`config.mk`:
```
export PLATFORM = sky130hd
export DESIGN_NAME = sacl_way_select
export DESIGN_NICKNAME = d
export VERILOG_FILES = /design/src/rtl/sacl_pkg.sv /design/src/rtl/sacl_way_select.sv
export SDC_FILE = /design/constraint.sdc
export NUM_CORES = 1
export LEC_CHECK = 0
export BUFFER_PORTS_ARGS = -buffer_cell sky130_fd_sc_hd__buf_2
export CAP_MARGIN = 20
export CELL_PAD_IN_SITES_DETAIL_PLACEMENT = 0
export CELL_PAD_IN_SITES_GLOBAL_PLACEMENT = 2
export CORE_AREA = 2 2 280 282
export DETAILED_ROUTE_END_ITERATION = 8
export DIE_AREA = 0 0 282 284
export PLACE_DENSITY = 0.63
export SLEW_MARGIN = 20
export SYNTH_ARGS = -nofsm -noshare
export SYNTH_HDL_FRONTEND = slang
export SYNTH_SLANG_ARGS = --single-unit
```
`constraint.sdc`:
```
create_clock -name vclk -period 12.1
set_input_delay 1.21 -clock vclk [all_inputs]
set_output_delay 1.21 -clock vclk [all_outputs]
set_load 0.1 [all_outputs]
```
`src/rtl/sacl_pkg.sv`:
```
package sacl_pkg;

    // Default sizes of the tag store
    localparam int DEF_MAX_SETS  = 256;
    localparam int DEF_MAX_WAYS  = 8;
    localparam int DEF_ADDR_BITS = 48;

    // Field and register widths
    localparam int STAMP_W    = 32;
    localparam int WAYS_W     = 4;
    localparam int SIB_W      = 4;
    localparam int OFF_W      = 5;
    localparam int CFG_IDX_W  = 2;
    localparam int CFG_DATA_W = 5;
    localparam int WAY_OUT_W  = 3;
    // Widest raw set index: set_index_bits can reach 15
    localparam int SET_RAW_W  = (1 << SIB_W) - 1;
    // offset_bits + set_index_bits stays below 64
    localparam int SHIFT_W    = 6;

    // Configuration register indexes
    typedef enum logic [CFG_IDX_W-1:0] {
        CFG_REPLACE_POLICY = 2'd0,
        CFG_WAYS_IN_USE    = 2'd1,
        CFG_SET_INDEX_BITS = 2'd2,
        CFG_OFFSET_BITS    = 2'd3
    } t_cfg_idx;

    typedef enum logic {
        POLICY_FIFO = 1'b0,
        POLICY_LRU  = 1'b1
    } t_policy;

    typedef struct packed {
        t_policy            policy;
        logic [WAYS_W-1:0]  ways_in_use;
        logic [SIB_W-1:0]   set_index_bits;
        logic [OFF_W-1:0]   offset_bits;
    } t_cfg;

    // Reset values
    localparam logic [WAYS_W-1:0]  RST_WAYS  = 4'd1;
    localparam logic [SIB_W-1:0]   RST_SIB   = 4'd0;
    localparam logic [OFF_W-1:0]   RST_OFF   = 5'd6;
    localparam logic [STAMP_W-1:0] RST_COUNT = 32'd1;

endpackage

```
`src/rtl/sacl_way_select.sv`:
```
module sacl_way_select #(
    parameter int MAX_WAYS  = sacl_pkg::DEF_MAX_WAYS,
    parameter int ADDR_BITS = sacl_pkg::DEF_ADDR_BITS,
    localparam int WAY_W    = (MAX_WAYS > 1) ? $clog2(MAX_WAYS) : 1
) (
    input  sacl_pkg::t_cfg                i_cfg,
    input  logic [ADDR_BITS-1:0]          i_tag,
    input  logic [ADDR_BITS-1:0]          i_tags   [MAX_WAYS],
    input  logic [sacl_pkg::STAMP_W-1:0]  i_stamps [MAX_WAYS],
    input  logic [MAX_WAYS-1:0]           i_valid,
    output logic                          o_hit,
    output logic [WAY_W-1:0]              o_pick
);
    import sacl_pkg::*;

    localparam int LVLS = (MAX_WAYS > 1) ? $clog2(MAX_WAYS) : 0;
    localparam int LEAF = 1 << LVLS;

    logic [7:0]          ways_eff;
    logic [MAX_WAYS-1:0] way_en;
    logic [MAX_WAYS-1:0] match;
    logic [MAX_WAYS-1:0] free;
    logic [WAY_W-1:0]    hit_way;
    logic [WAY_W-1:0]    free_way;

    // Oldest-stamp tournament, lower way wins ties
    logic               nd_act   [LVLS+1][LEAF];
    logic [STAMP_W-1:0] nd_stamp [LVLS+1][LEAF];
    logic [WAY_W-1:0]   nd_way   [LVLS+1][LEAF];

    // Ways in use: zero acts as one, clipped to the store
    always_comb begin
        ways_eff = 8'(i_cfg.ways_in_use);
        if (ways_eff == 8'd0) begin
            ways_eff = 8'd1;
        end
        if (ways_eff > 8'(MAX_WAYS)) begin
            ways_eff = 8'(MAX_WAYS);
        end
        for (int w = 0; w < MAX_WAYS; w++) begin
            way_en[w] = 8'(w) < ways_eff;
        end
    end

    // Parallel tag compare on valid ways
    always_comb begin
        for (int w = 0; w < MAX_WAYS; w++) begin
            match[w] = way_en[w] && i_valid[w] && (i_tags[w] == i_tag);
            free[w]  = way_en[w] && !i_valid[w];
        end
    end

    // First matching and first free way
    always_comb begin
        hit_way  = '0;
        free_way = '0;
        for (int w = MAX_WAYS - 1; w >= 0; w--) begin
            if (match[w]) begin
                hit_way = WAY_W'(w);
            end
            if (free[w]) begin
                free_way = WAY_W'(w);
            end
        end
    end

    always_comb begin
        for (int i = 0; i < LEAF; i++) begin
            if (i < MAX_WAYS) begin
                nd_act[0][i]   = way_en[i];
                nd_stamp[0][i] = i_stamps[i];
            end else begin
                nd_act[0][i]   = 1'b0;
                nd_stamp[0][i] = '0;
            end
            nd_way[0][i] = WAY_W'(i);
        end
        for (int l = 0; l < LVLS; l++) begin
            for (int j = 0; j < LEAF; j++) begin
                nd_act[l+1][j]   = 1'b0;
                nd_stamp[l+1][j] = '0;
                nd_way[l+1][j]   = '0;
                if (j < (LEAF >> (l + 1))) begin
                    if (nd_act[l][2*j+1] && (!nd_act[l][2*j] ||
                        nd_stamp[l][2*j+1] < nd_stamp[l][2*j])) begin
                        nd_act[l+1][j]   = 1'b1;
                        nd_stamp[l+1][j] = nd_stamp[l][2*j+1];
                        nd_way[l+1][j]   = nd_way[l][2*j+1];
                    end else begin
                        nd_act[l+1][j]   = nd_act[l][2*j];
                        nd_stamp[l+1][j] = nd_stamp[l][2*j];
                        nd_way[l+1][j]   = nd_way[l][2*j];
                    end
                end
            end
        end
    end

    // Hit way, else first free way, else oldest
    always_comb begin
        o_hit = |match;
        if (|match) begin
            o_pick = hit_way;
        end else if (|free) begin
            o_pick = free_way;
        end else begin
            o_pick = nd_way[LVLS][0];
        end
    end

endmodule

```
[Word-level counts from Yosys, hierarchy flattened]
Index checks and enable logic that the tools add are counted.
Storage, ports and cells
  flip-flop bits (word level): 0
  input port bits: 710
  output and inout port bits: 4
  logic and storage cells: 119
Operators by class
  order comparisons: 16
  equal/unequal tests: 8
  multiplexer cells: 39
  reductions and logical operators: 56
Operator list (count)
  $eq 48x48->1: 8
  $lt 32x32->1: 7
  $mux 32: 6
  $mux 3: 21
  $lt 3x8->1 const A: 4
  $logic_and 1x1->1: 31
  $lt 1x8->1 const A: 2
  $lt 2x8->1 const A: 2
  $reduce_or 8->1: 2
  $logic_not 1->1: 15
  $mux 1: 10
  $gt 8x4->1 const B: 1
  $mux 8: 1
  $logic_or 1x1->1: 7
  $logic_not 4->1: 1
  $mux 4: 1

[Longest topological paths before layout]
  word-level depth: 19
  depth in mapped cells: 34
  depth with buffers taken out: 31

[Worst setup path after synthesis]
No wires, ideal clock.
  path kind: input port to output port
  start point: input port i_stamps[55] (netlist name)
  end point: output port o_pick[2]
  arrival: 9.369 ns
  required time: 10.890 ns
  slack: 1.521 ns
  stages on the path: 33
  path buffers: 3
  path through: inv_1 ha_1 a211oi_1 o21ai_1 o221a_1 or4_1 a211oi_4 clkbuf_1 nor2_1 a21oi_1 inv_1 ha_1 a2111oi_0 o21ai_0 o211ai_1 a31oi_1 a2111oi_0 a21boi_0 a31o_2 clkbuf_1 buf_2 mux2i_1 ha_1 a21o_1 a21o_1 a21o_1 a21o_1 a21oi_1 o221ai_1 a211oi_1 o221a_2 nor2_1 a31oi_1
On the way
  word-level cells in the longest chain between the ends: 14
  elaborated cells on any way between the ends: 16
  those cells by class: 3 x order compare; 7 x mux; 6 x reduce/logical
RTL lines
  start: declaration: line sacl_way_select.sv:9  | input logic [sacl_pkg::STAMP_W-1:0] i_stamps [MAX_WAYS],
  $lt 32x32->1: line sacl_way_select.sv:85  | nd_stamp[l][2*j+1] < nd_stamp[l][2*j])) begin
  $logic_or 1x1->1: line sacl_way_select.sv:84  | if (nd_act[l][2*j+1] && (!nd_act[l][2*j] ||
  $logic_and 1x1->1: line sacl_way_select.sv:84
  $mux 32: line sacl_way_select.sv:84
  $lt 32x32->1: line sacl_way_select.sv:85
  $logic_or 1x1->1: line sacl_way_select.sv:84
  $logic_and 1x1->1: line sacl_way_select.sv:84
  $mux 32: line sacl_way_select.sv:84
  $lt 32x32->1: line sacl_way_select.sv:85
  $logic_or 1x1->1: line sacl_way_select.sv:84
  $logic_and 1x1->1 (*): line sacl_way_select.sv:84
  $mux 3 (*): line sacl_way_select.sv:84
  $mux 3 (*): line sacl_way_select.sv:104  | end else if (|free) begin
  $mux 3 (*): line sacl_way_select.sv:102  | if (|match) begin
  end: declaration: line sacl_way_select.sv:12  | output logic [WAY_W-1:0] o_pick
Mark *: on every way between the ends. The rest lies on a longest branch, timed or not.

[Worst setup path after layout]
  start point: input port i_stamps[23] (netlist name)
  end point: output port o_pick[2]
Same word-level chain as after synthesis.

==> impl_results.md <==
* Total count of max-transition violations in the final report at 0
* Data arrival time of the worst path at 9.79 ns
* Commonest cells after routing, fill and taps aside: sky130_fd_sc_hd__buf_2 (701), sky130_fd_sc_hd__ha_1 (217), sky130_fd_sc_hd__inv_1 (200)
* Mean area per synthesized cell at 6.84 sq um
* Die outline width at 282 um
* Top Layer Used: met5
* CP startpoint kind: input pin
* Hold bufs inserted after CTS at 0
* Maximum ir drop on the vdd rail at 0.0283 mV
* Area growth from synthesis to final layout at 34.8%
* Placement Rows at 102
* Count of port buffers added during placement at 704
* Crit. End Element: output pin
* Buffer count from post-CTS setup fixing at 0
* Routed length on met3 at 5250 um
* Worst slew margin at 0.218
* Leak Pwr at 9.02 nW
* WS Path Type: in -> out
* RSZ-0062 raised after global routing: false
* Post-synth design cell area at 0.0136 sq mm
* Area of all sequential standard cells at 0 sq um
* Iteration-0 DRC Markers at 832
* Average wire length per cell after detail routing at 25.9 um
* First-pass GRT wire length at 131000 um
* Mapped Nets at 2916
* Max Cap Viol at 0
* Largest fanout on the critical path at 23
* Most common cell after layout, fill and taps aside: sky130_fd_sc_hd__buf_2
* Vias at 17.6k
* Via count of the first global-routing pass at 18.5k
* Max Freq at 0.0909 GHz
* Total negative setup slack at 0 ns
* Status: finished clean
* Aggregate global-route resource usage at 0.227
* GRT overflow at 0
* Total half-perimeter wirelength after legalization and detailed placement at 84900 um
* Pre-antenna DRT Iters at 6
* Least-Margin Pin Slew at 1.17 ns
* Cell with the biggest individual delay on the critical path: sky130_fd_sc_hd__a2111oi_1
* Yosys synthesis warning count at 0
* Number of distinct standard cells referenced by the synthesized netlist at 71
* Share of post-route cells with drive strength above 1 at 0.282
* Min Tclk post-route at 11.00 ns
* Kind of path behind the tightest hold check: in -> out
* Met2 layer wire length in the routed design at 50900 um
* Cell area after placement at 0.0183 sq mm
* Post-route DRC at 0
* Power Dens Cells at 55.8 mW/mm^2
* Share of the clock period used by the worst path at 0.909
* Pin count of the biggest net entering global routing at 64
* Final-layout clock buffer total at 0
* Via density at 4.77
* Total Wirelength at 95300 um
* Seq cells at 0
* Overall die area at 0.0801 sq mm
* Final weighted congestion in routability-driven placement at 0.944
* Final ANT Viol Nets at 0
* Hold WS at 3.11 ns
* Synthesized instance count at 1989
* Antenna violations before repair at 44
* Final hold violation count at 0
* Core area at 0.0770 sq mm
* Data required time of the critical path at 10.89 ns
* Die Y-Extent at 284 um
* Number of nets in the layout at 3555
* Met1 wire length at 35300 um
* Largest stage delay on the critical path at 0.61 ns
* Post-synthesis sequential area ratio at 0
* I/O pin total at 714
* Effective utilization at floorplan at 0.177
* Area of all placed cells without fillers at 0.0184 sq mm
* Final-report setup violation count at 0
-- Yosys cell counts (4+ instances only) --
cell type / n / area (sq um)
sky130_fd_sc_hd__a21oi_1: 125 / 626
sky130_fd_sc_hd__nor4_1: 83 / 519
sky130_fd_sc_hd__o22ai_1: 9 / 56.3
sky130_fd_sc_hd__inv_1: 200 / 751
sky130_fd_sc_hd__o2111ai_1: 15 / 131
sky130_fd_sc_hd__nand3_1: 30 / 150
sky130_fd_sc_hd__o21a_1: 12 / 90.1
sky130_fd_sc_hd__nand4_1: 98 / 613
sky130_fd_sc_hd__nor4b_1: 11 / 96.3
sky130_fd_sc_hd__and3_1: 9 / 56.3
sky130_fd_sc_hd__nor2b_1: 9 / 56.3
sky130_fd_sc_hd__nor3_1: 35 / 175
sky130_fd_sc_hd__o211ai_1: 13 / 97.6
sky130_fd_sc_hd__nand4b_1: 16 / 140
sky130_fd_sc_hd__clkbuf_1: 80 / 300
sky130_fd_sc_hd__or3b_2: 4 / 35.0
sky130_fd_sc_hd__or4_1: 11 / 82.6
sky130_fd_sc_hd__a2111oi_0: 14 / 123
sky130_fd_sc_hd__o21ai_0: 114 / 571
sky130_fd_sc_hd__a31oi_1: 6 / 37.5
sky130_fd_sc_hd__a21o_1: 32 / 240
sky130_fd_sc_hd__mux2i_1: 68 / 681
sky130_fd_sc_hd__or3_1: 4 / 25.0
sky130_fd_sc_hd__xor2_1: 182 / 1590
sky130_fd_sc_hd__nand2_1: 154 / 578
sky130_fd_sc_hd__nand2b_1: 59 / 369
sky130_fd_sc_hd__xnor2_1: 161 / 1410
sky130_fd_sc_hd__nand3b_1: 5 / 37.5
sky130_fd_sc_hd__a211oi_1: 12 / 90.1
sky130_fd_sc_hd__nor2_1: 118 / 443
sky130_fd_sc_hd__a211o_1: 5 / 43.8
sky130_fd_sc_hd__and4_1: 14 / 123
sky130_fd_sc_hd__ha_1: 217 / 2720
sky130_fd_sc_hd__nor4bb_1: 5 / 50.1
-- stage by stage --
stage	setup slack (ns)	std cells	util	power, W
6_report	1.10	3680	0.238	0.00102
5_1_grt	0.179	3674	0.238	0.00114
4_1_cts	0.850	3666	0.238	0.00104
3_5_place_dp	0.899	3666	0.238	0.00103
3_3_place_gp	1.10	3666	0.238	0.00102
2_1_floorplan	1.52	1989	-	0.000606
-- cell type report --
class / count / area (sq um)
Antenna cell: 14 / 35.0
Timing Repair Buffer: 721 / 3700
Fill cell: 8866 / 58600
Tap cell: 1040 / 1300
Multi-Input combinational cell: 1704 / 12600
Inverter: 201 / 754
-- metal layers --
layer | vias up | global-route usage
met5 | - | 0
met4 | 46 | 0.0682
met3 | 176 | 0.0356
met2 | 658 | 0.449
met1 | 8244 | 0.240
li1 | 8438 | -
-- critical path, delay by kind of cell --
family	cells	cell delay, ns
compound gates	16	5.07
fa+ha+maj	3	0.87
buf+inv	4	0.78
mux	1	0.55
simple gates	6	1.24
-- report_power, final --
group | internal (W) | switching (W)
clock | 0.000000000156 | 0
combinational | 0.000402 | 0.000621
sequential | 0 | 0
total | 0.000402 | 0.000621
-- logic make-up after synthesis --
group | share of synthesized area
muxes | 0.0517
AOI/OAI and AO/OA | 0.178
and+or+nand+nor | 0.271
adders and majority gates | 0.199
xor gates and xnor gates | 0.221
buffers and inverters | 0.0789
-- repair_timing --
action / CTS / global route
endpoints found under the hold margin: 0 / 0
setup endpoints to repair: 0 / 1
gates resized for setup: 0 / 1
-- path summary, 6_finish.rpt --
| path | start | end | slack (ns) | cells after the start |
|---|---|---|---|---|
| setup / recovery | i_stamps[23] | o_pick[2] | 1.10 | 30 |
| hold / removal | i_valid[6] | o_pick[2] | 3.11 | 5 |
No activity file was read; power rests on OpenSTA's default activity.
