$ cat src/rtl/sacl_pkg.sv
package sacl_pkg;

    // Default sizes of the tag store
    localparam int DEF_MAX_SETS  = 256;
    localparam int DEF_MAX_WAYS  = 8;
    localparam int DEF_ADDR_BITS = 48;

    // Field and register widths
    localparam int STAMP_W    = 32;
    localparam int WAYS_W     = 4;
    localparam int SIB_W      = 4;
    localparam int OFF_W      = 5;
    localparam int CFG_IDX_W  = 2;
    localparam int CFG_DATA_W = 5;
    localparam int WAY_OUT_W  = 3;
    // Widest raw set index: set_index_bits can reach 15
    localparam int SET_RAW_W  = (1 << SIB_W) - 1;
    // offset_bits + set_index_bits stays below 64
    localparam int SHIFT_W    = 6;

    // Configuration register indexes
    typedef enum logic [CFG_IDX_W-1:0] {
        CFG_REPLACE_POLICY = 2'd0,
        CFG_WAYS_IN_USE    = 2'd1,
        CFG_SET_INDEX_BITS = 2'd2,
        CFG_OFFSET_BITS    = 2'd3
    } t_cfg_idx;

    typedef enum logic {
        POLICY_FIFO = 1'b0,
        POLICY_LRU  = 1'b1
    } t_policy;

    typedef struct packed {
        t_policy            policy;
        logic [WAYS_W-1:0]  ways_in_use;
        logic [SIB_W-1:0]   set_index_bits;
        logic [OFF_W-1:0]   offset_bits;
    } t_cfg;

    // Reset values
    localparam logic [WAYS_W-1:0]  RST_WAYS  = 4'd1;
    localparam logic [SIB_W-1:0]   RST_SIB   = 4'd0;
    localparam logic [OFF_W-1:0]   RST_OFF   = 5'd6;
    localparam logic [STAMP_W-1:0] RST_COUNT = 32'd1;

endpackage

$ cat src/rtl/sacl_addr_split.sv
module sacl_addr_split #(
    parameter int MAX_SETS  = sacl_pkg::DEF_MAX_SETS,
    parameter int ADDR_BITS = sacl_pkg::DEF_ADDR_BITS,
    localparam int SET_W    = (MAX_SETS > 1) ? $clog2(MAX_SETS) : 1
) (
    input  sacl_pkg::t_cfg        i_cfg,
    input  logic [ADDR_BITS-1:0]  i_address,
    output logic [SET_W-1:0]      o_set,
    output logic [ADDR_BITS-1:0]  o_tag
);
    import sacl_pkg::*;

    logic [ADDR_BITS-1:0] blk_addr;
    logic [SET_RAW_W-1:0] set_mask;
    logic [SET_RAW_W-1:0] set_raw;
    logic [SHIFT_W-1:0]   tag_shift;

    // Block address, then the set index bits above the offset
    assign blk_addr = i_address >> i_cfg.offset_bits;
    assign set_mask = ~({SET_RAW_W{1'b1}} << i_cfg.set_index_bits);
    assign set_raw  = blk_addr[SET_RAW_W-1:0] & set_mask;

    // Tag is everything above offset and index; shifts past the top give zero
    assign tag_shift = SHIFT_W'(i_cfg.offset_bits) + SHIFT_W'(i_cfg.set_index_bits);
    assign o_tag     = i_address >> tag_shift;

    // Fold the raw index into the sets that exist
    if (MAX_SETS == 1) begin : g_one
        assign o_set = '0;
    end else if ((MAX_SETS & (MAX_SETS - 1)) == 0) begin : g_pow2
        logic [SET_W+SET_RAW_W-1:0] raw_ext;
        assign raw_ext = {{SET_W{1'b0}}, set_raw};
        assign o_set   = raw_ext[SET_W-1:0];
    end else begin : g_reduce
        logic [SET_RAW_W-1:0]       rem;
        logic [SET_W+SET_RAW_W-1:0] rem_ext;
        // Restoring reduction by shifted copies of the set count
        always_comb begin
            rem = set_raw;
            for (int k = SET_RAW_W - 1; k >= 0; k--) begin
                if ((longint'(MAX_SETS) << k) < (longint'(1) << SET_RAW_W)) begin
                    if (rem >= SET_RAW_W'(longint'(MAX_SETS) << k)) begin
                        rem = rem - SET_RAW_W'(longint'(MAX_SETS) << k);
                    end
                end
            end
        end
        assign rem_ext = {{SET_W{1'b0}}, rem};
        assign o_set   = rem_ext[SET_W-1:0];
    end

endmodule

$ cat config.mk
export PLATFORM = sky130hd
export DESIGN_NAME = sacl_addr_split
export DESIGN_NICKNAME = d
export VERILOG_FILES = /design/src/rtl/sacl_pkg.sv /design/src/rtl/sacl_addr_split.sv
export SDC_FILE = /design/constraint.sdc
export NUM_CORES = 1
export LEC_CHECK = 0
export BUFFER_PORTS_ARGS = -buffer_cell sky130_fd_sc_hd__buf_2
export CORE_ASPECT_RATIO = 0.75
export CORE_MARGIN = 2
export CORE_UTILIZATION = 30
export DETAILED_ROUTE_END_ITERATION = 6
export GPL_TIMING_DRIVEN = 0
export PLACE_DENSITY = 0.54
export SYNTH_ARGS = -nofsm -noshare
export SYNTH_HDL_FRONTEND = slang
export SYNTH_SLANG_ARGS = --single-unit
export TNS_END_PERCENT = 20
$ cat constraint.sdc
create_clock -name vclk -period 7.2
set_input_delay 0.36 -clock vclk [all_inputs]
set_output_delay 0.36 -clock vclk [all_outputs]
set_load 0.01 [all_outputs]
-- Word level (Yosys, flattened, before mapping)
Cells that the tools add are included.
- output and inout bits: 56
- register bits after elaboration: 0
- shift operators: 3
- add/sub/neg operators: 1
- bitwise gates (word level): 2
- operators with widths (operator ; count):
    >> shifter 48 x 5 -> 8 bit ; 1
    >> shifter 48 x 6 -> 48 bit ; 1
    << shifter 15 x 4 -> 8 bit (first input constant) ; 1
    bitwise AND 8 bit ; 1
    NOT 8 bit ; 1
    adder 5 x 4 -> 6 bit ; 1

-- Logic depth before layout (Yosys ltp)
Gate-level depths: netlist of the first run.
- depth after elaboration: 3
- gate-level depth with buffers: 12
- gate-level depth less buffers: 9

-- Least setup slack after synthesis of the first run
No wires, ideal clock.
- path kind: input-to-output
- start: in i_cfg[1] in the netlist's numbering
- end: out o_tag[14]
- stages: 8
- slack: 3.912 ns
- data required time: 6.840 ns
- arrival: 2.928 ns
- cells stage by stage: inv_1 buf_1 fa_1 buf_2 clkbuf_1 mux4_2 mux4_2 a221o_1
- cells in the longest elaborated chain, start to end: 2
- ends and longest elaborated chain (what ; RTL line ; source):
    from (decl) ; sacl_addr_split.sv:6 ; input sacl_pkg::t_cfg i_cfg,
    adder 5 x 4 -> 6 bit ; sacl_addr_split.sv:24 ; assign tag_shift = SHIFT_W'(i_cfg.offset_bits) + SHIFT_W'(i_cfg.set_index_bits);
    >> shifter 48 x 6 -> 48 bit ; sacl_addr_split.sv:25 ; assign o_tag = i_address >> tag_shift;
    to (decl) ; sacl_addr_split.sv:9 ; output logic [ADDR_BITS-1:0] o_tag
Every way passes these cells.

-- Final worst setup path of the first run
- start: in i_cfg[1] in the netlist's numbering
- end: out o_tag[15]
Same word-level chain as after synthesis.

==> results.txt, run 1 <==
The run gives 38 as the cell row count. For this block, the initial DRC count from the detailed router was 511. Summed over all nets, the switching power comes to 0.0004588 W. The clock share of power came out at 0. In the layout the commonest cells are sky130_fd_sc_hd__buf_2 (125), sky130_fd_sc_hd__mux4_2 (92), sky130_fd_sc_hd__nand2_1 (59).

The count of nets left with antenna violations once routing finished came out at 0. The logs give 0 for the initial antenna violation count and 0 for the number of violations of the max-capacitance limit. The top cell type's share of synthesized area works out to 0.4624.

Die height: 109.8 um. For the total length of routed wires, the log shows 18.81 mm. The total area of sequential cells was 0 sq um.

The post-layout instance area came out at 0.005291 sq mm. The run gives 1,533 as the number of fill cells in the layout. The adder and majority cell fraction of the synthesized area is 0.01564, and the placed wire-length estimate is 15.33 mm. The logs give 0.9576 for the weighted congestion at the end of routability-driven global placement and 0 for the aggregate global routing overflow. The number of global-route vias before repair is 4,806. After detailed routing, the number of remaining DRC violations is 0. The slew at the pin with the worst max-slew slack is 0.8687 ns, and the number of gates resized after CTS is 0. The overall track demand over capacity in global routing was 0.2316; the headroom to the max-slew limit was 0.4209. Endpoint of the most critical setup path: o_tag[15]. By area, the combinational part of the netlist is dominated by multiplexers. Setup repair after global routing left no endpoint under its margin. After synthesis, the mean cell area works out to 9.762 sq um. The xor/xnor share of the synthesized area came out at 0.003910. Dividing the detail-routed via count by the number of cells gives 6.433.

The complex-gate fraction of the synthesized area is 0.1296. The most critical setup path has its startpoint at i_cfg[1]. In the final design database the tool counted 640 nets. Of all cell types, the one taking the most synthesized area is sky130_fd_sc_hd__mux4_2. The run finished with clean final reports. The share of cells above drive strength 1 is 0.4273.

The first TritonRoute pass finished after 5 iterations. In this run the cell area of the synthesized design comes to 0.004481 sq mm. The most common library cell in the layout ignoring fill and taps was sky130_fd_sc_hd__buf_2. The floorplan step defined a die boundary enclosing 0.01594 sq mm. The region available for standard cell placement spans 0.01455 sq mm. The die boundary width was 145.1 um.

The maximum fanout along the worst path came out at 10. The worst setup path is captured at an output pin. The design draws 0.0008285 W. Timing would allow up to 229.2 MHz. The tools report the sequential share of power as 0. The worst path required time was 6.84 ns.

The number of hold buffers added after CTS was 0. Cell internal power was estimated by the tool at 0.0003697 W. After routing, the total negative slack on setup checks comes to 0 ns.

Boundary pin count: 118. The total power divided by cell area is 156.6 mW/mm^2. The number of buffer cells added on primary ports is 112, and the post-synthesis instance total is 459. The analysis attributes to cell leakage a power of 2.119 nW.

The tightest min-delay check is of the in2out type. The multiplexer share of the synthesized area was 0.6278; the distinct cell type count after synthesis was 52. Area added between synthesis and finish: 18.10%.

In this run the cell area measured after placement is 0.005291 sq mm. The design has 0 sequential cells. The tools report the critical path startpoint category as an input port. Count of final max-slew check failures: 0. The start-to-end type of the worst setup path was in2out. The tools report the final hold violation count as 0. The area fraction in and, or, nand and nor cells after synthesis was 0.1572. The switching share of power is 0.5538, and the clock period minus final worst setup slack is 4.363 ns. The final standard cell utilization of the core is 0.3637. In this run the post-CTS setup repair buffer count came out at 0. Yosys attributes the largest share of cell area to sky130_fd_sc_hd__mux4_2 (46%), sky130_fd_sc_hd__mux2i_1 (9.2%), sky130_fd_sc_hd__nand2_1 (4.9%). The run gives 1.000 as the power share of the combinational group. Setup violations remaining at the end of the flow were counted as 0. Entering global routing, the biggest net connects 11 pins. Final critical-path share of the clock period: 0.6060. The share of the yosys chip area belonging to registers is 0, and the worst IR drop on VDD is 0.04895 mV. The wire length of the first global-routing pass is 29.00 mm, and the number of antenna repair diodes is 0. The starting utilization of the core area is 0.3080. The routed layout has 4,960 vias. The data arrival time of the critical path came out at 4.00 ns. The layout has 0 clock buffers.

The synthesized net count is 526, and the average detailed-routed wire length per instance is 24.39 um. For the number of synthesis warnings, the log shows 0.
metrics by stage:
step	worst slack [ns]	cells	hold slack, ns
after floorplan	3.912	459	0.8499
after global placement	2.935	771	1.111
after detailed placement	2.904	771	1.115
after CTS	2.914	771	1.116
after global routing	2.662	771	1.152
final	2.837	771	1.125
layout make-up:
type / instances / area, sq um / share of cell area
tap: 200 / 250.2 / 0.04729
buffer: 51 / 269.0 / 0.05084
timing repair buffer: 112 / 560.5 / 0.1059
multi-input combinational: 401 / 4185 / 0.7910
inverter: 7 / 26.28 / 0.004966
power groups by stage:
| stage | logic (W) | registers [W] | clock network [W] |
|---|---|---|---|
| 2_1_floorplan | 0.000546 | 0 | 0 |
| 3_3_place_gp | 0.000803 | 0 | 0 |
| 3_5_place_dp | 0.000809 | 0 | 0 |
| 4_1_cts | 0.000811 | 0 | 0 |
| 5_1_grt | 0.000881 | 0 | 0 |
| 6_report | 0.000829 | 0 | 0 |
cells in the mapped netlist, types with 3 or more instances:
cell / instances
sky130_fd_sc_hd__mux4_2: 92
sky130_fd_sc_hd__nand2_1: 59
sky130_fd_sc_hd__mux2i_1: 41
sky130_fd_sc_hd__a21oi_1: 36
sky130_fd_sc_hd__nor2_1: 29
sky130_fd_sc_hd__clkbuf_1: 28
sky130_fd_sc_hd__nand3_1: 25
sky130_fd_sc_hd__buf_2: 13
sky130_fd_sc_hd__mux2_2: 13
sky130_fd_sc_hd__and2_1: 12
sky130_fd_sc_hd__o21ai_0: 12
sky130_fd_sc_hd__mux4_1: 7
sky130_fd_sc_hd__inv_1: 6
sky130_fd_sc_hd__nor2b_1: 6
sky130_fd_sc_hd__o211ai_1: 6
sky130_fd_sc_hd__a211oi_1: 5
sky130_fd_sc_hd__a221oi_1: 5
sky130_fd_sc_hd__buf_4: 4
sky130_fd_sc_hd__buf_6: 4
sky130_fd_sc_hd__ha_1: 4
sky130_fd_sc_hd__nor3_1: 4
sky130_fd_sc_hd__o21a_1: 4
sky130_fd_sc_hd__a221o_1: 3
sky130_fd_sc_hd__a311o_1: 3
sky130_fd_sc_hd__nand4_1: 3
sky130_fd_sc_hd__nor3b_1: 3
sky130_fd_sc_hd__or3_1: 3
worst max-delay path, cell delays in order:
cell                       delay, ns
sky130_fd_sc_hd__buf_2          0.17
sky130_fd_sc_hd__inv_1          0.15
sky130_fd_sc_hd__buf_1          0.52
sky130_fd_sc_hd__fa_1           0.50
sky130_fd_sc_hd__buf_2          0.18
sky130_fd_sc_hd__buf_2          0.22
sky130_fd_sc_hd__clkbuf_1       0.31
sky130_fd_sc_hd__a21oi_1        0.54
sky130_fd_sc_hd__mux2i_1        0.15
sky130_fd_sc_hd__mux2_2         0.28
sky130_fd_sc_hd__o311ai_1       0.40
sky130_fd_sc_hd__buf_2          0.22
cell families after synthesis:
logic type,Yosys count
fa+ha+maj,5
compound gates,89
buf+inv,58
xor+xnor,2
mux,153
simple gates,152
routing by layer:
metal,vias up,wire length [um],part of all wire,track usage
met3,28,2409,0.13,0.05685
met2,345,7824,0.42,0.3408
met4,0,301,0.016,0.03151
met1,2484,8270,0.44,0.3511
li1,2103,-,-,-
met5,-,0,0,0
worst min-delay path by stage:
stage	from	endpoint	slack (ns)	cells after the start
finish	i_cfg[5]	o_set[0]	1.12	4
global route	i_cfg[5]	o_set[0]	1.15	4
CTS	i_cfg[5]	o_set[0]	1.12	4
detailed placement	i_cfg[5]	o_set[0]	1.12	4
global placement	i_cfg[5]	o_set[0]	1.11	4
floorplan	i_cfg[8]	o_set[7]	0.85	2
Power figures use the tool's default switching activity.
==> run 2, diff against run 1 <==
Settings changed: PLACE_DENSITY 0.54 to 0.56.
Clock period 7.2 ns to 3.95 ns, I/O delays scaled along.
==> results.txt, run 2 (same netlist as run 1, synthesis figures left out) <==
The run finished with clean final reports. For the met1 usage in global routing, the log shows 0.3419 (-0.009204). The number of nets with antenna violations after detailed routing is 0 (unchanged). Die boundary width: 145.1 um (unchanged).

The maximum single-stage delay on the critical path is 0.62 ns (+0.08 ns). The critical path startpoint category was an input port. The count of final max-slew check failures came out at 0 (unchanged).

The logs give 3.75 ns (-3.09 ns) for the worst path required time and 258.8 MHz for the highest achievable clock rate. The worst setup path is captured at an output pin. The tools report the met3 usage in global routing as 0.07012 (+0.01328). The total length of routed wires is 18.70 mm (-0.57%). The data arrival time of the critical path was 3.67 ns (-0.33 ns); the number of clock buffers in the layout was 0 (unchanged).

Number of violations of the max-capacitance limit: 0 (unchanged). The cell area after placement was 0.005291 sq mm (unchanged). The run gives 0.4883 (+0.06741) as the headroom to the max-slew limit. The post-detailed-route DRC marker count is 0 (unchanged), and the count of vias placed by the detailed router is 4,977 (+0.34%). Total buffers and inverters traversed by the critical path: 6 (-1). The slowest library cell on the worst path was sky130_fd_sc_hd__fa_1. The number of buffer cells added on primary ports works out to 112 (unchanged). The logs give 0.01594 sq mm (unchanged) for the full die area and 0.005308 sq mm (+0.31%) for the post-layout instance area. The initial antenna violation count was 0 (unchanged); the static leakage was 2.135 nW (+0.74%). The highest-utilization routing layer at the global route stage was met2. The overall track demand over capacity in global routing came out at 0.2313 (-0.0003659).

For the largest net degree at the start of global routing, the log shows 20 (+9). For the placed wire-length estimate, the log shows 15.35 mm (+0.14%). Setup repair after global routing could not meet its margin everywhere.

The share of cells above drive strength 1 works out to 0.4386 (+0.01128). The number of buffers inserted to repair setup after CTS was 0 (unchanged). The area of the placeable core is 0.01455 sq mm (unchanged).

The worst hold path belongs to the class in2out. Most prevalent standard cell on the critical path: sky130_fd_sc_hd__buf_2. The run gives 0.001518 W (+83%) as the total chip power.

The maximum fanout along the worst path is 10 (unchanged). The number of failing setup endpoints in the final timing report was 0 (unchanged); the clock period minus final worst setup slack was 3.864 ns. Aggregate global routing overflow: 0 (unchanged). The final critical-path share of the clock period was 0.9781.

The boundary pin count was 118 (unchanged); the average detailed-routed wire length per instance was 24.28 um (-0.44%). The tools report the starting utilization of the core area as 0.3080 (unchanged). The number of optimization iterations in the first detailed-route pass was 5 (unchanged). The die height is 109.8 um (unchanged), and the number of global-route vias before repair is 4,853 (+0.98%). The wire length of the first global-routing pass is 29.26 mm (+0.88%).

The routing usage on met2 came out at 0.3463 (+0.005442). The critical path goes through buf_2, inv_1, clkbuf_2, fa_1, buf_2, clkbuf_1, nor2_1, a21oi_1, mux2i_1, mux2_2, o311ai_1, buf_2. The cell family contributing the most delay on the critical path is buffers and inverters. The number of flip-flops and latches was 0 (unchanged). The average vias per placed instance is 6.464 (+0.47%), and the cell row count is 38 (unchanged). The total power divided by cell area is 286.0 mW/mm^2 (+83%), and the number of DRC violations after detailed-routing iteration 0 is 495 (-3.1%). The tools report the final net count as 639 (-0.16%). In the layout the commonest cells are sky130_fd_sc_hd__buf_2 (125), sky130_fd_sc_hd__mux4_2 (92), sky130_fd_sc_hd__nand2_1 (59).

By startpoint and endpoint, the worst setup path is classified as in2out. The most common library cell in the layout ignoring fill and taps was sky130_fd_sc_hd__buf_2. From synthesis to final layout, the design area changed by 18.46%.

The worst IR drop on VDD is 0.07074 mV (+45%), and the weighted congestion at the end of routability-driven global placement is 0.9652 (+0.79%). The final hold violation count is 0 (unchanged). The slew at the pin with the worst max-slew slack was 0.7676 ns (-0.1011 ns); the number of antenna repair diodes was 0 (unchanged). The tools report the total area of sequential cells as 0 sq um (unchanged).
## run 2: changes by cell type in the layout (fill, tap and decap cells not counted), sizes merged
cell / change
clkbuf: -1
## run 2: what timing repair did
| action | 4_1_cts | 5_1_grt |
|---|---|---|
| endpoints found under the setup margin | 3 | 34 |
| hold buffers | 0 | 0 |
| gates resized for setup | 0 | 9 |
## run 2: cell type report
class                      count  area [sq um]
buffer                        50         269.0
multi-input combinational    401          4202
timing repair buffer         112         560.5
inverter                       7         26.28
fill                        1542          9241
tap                          200         250.2
## run 2: final timing paths
| kind | startpoint | end | cells after the start |
|---|---|---|---|
| min | i_cfg[5] | o_set[0] | 4 |
| max | i_cfg[1] | o_tag[15] | 12 |
## run 2: routing by layer
layer | wire length (um) | share of wire
met4 | 131 | 0.0070
met5 | 0 | 0
met3 | 2590 | 0.14
met2 | 7812 | 0.42
met1 | 8163 | 0.44
## run 2: metrics by stage
step	setup WS, ns	std cells	util	setup TNS [ns]	hold WS (ns)
after floorplan	0.9873	459	-	0	0.5249
after global placement	0.01771	771	0.3637	0	0.7801
after detailed placement	-0.02050	771	0.3637	-0.02050	0.7766
after CTS	0.01335	770	0.3634	0	0.7772
after global routing	-0.04148	770	0.3648	-0.04148	0.8125
final	0.08634	770	0.3648	0	0.7817
## run 2: power by group
| group | internal (W) | switching (W) |
|---|---|---|
| Clock | 0 | 0 |
| Sequential | 0 | 0 |
| Combinational | 0.000678 | 0.000840 |
## run 2: tightest hold or removal path: cells and delay by family
family | cells | cell delay (ns)
buffers and inverters | 3 | 0.33
AOI/OAI and AO/OA | 1 | 0.06
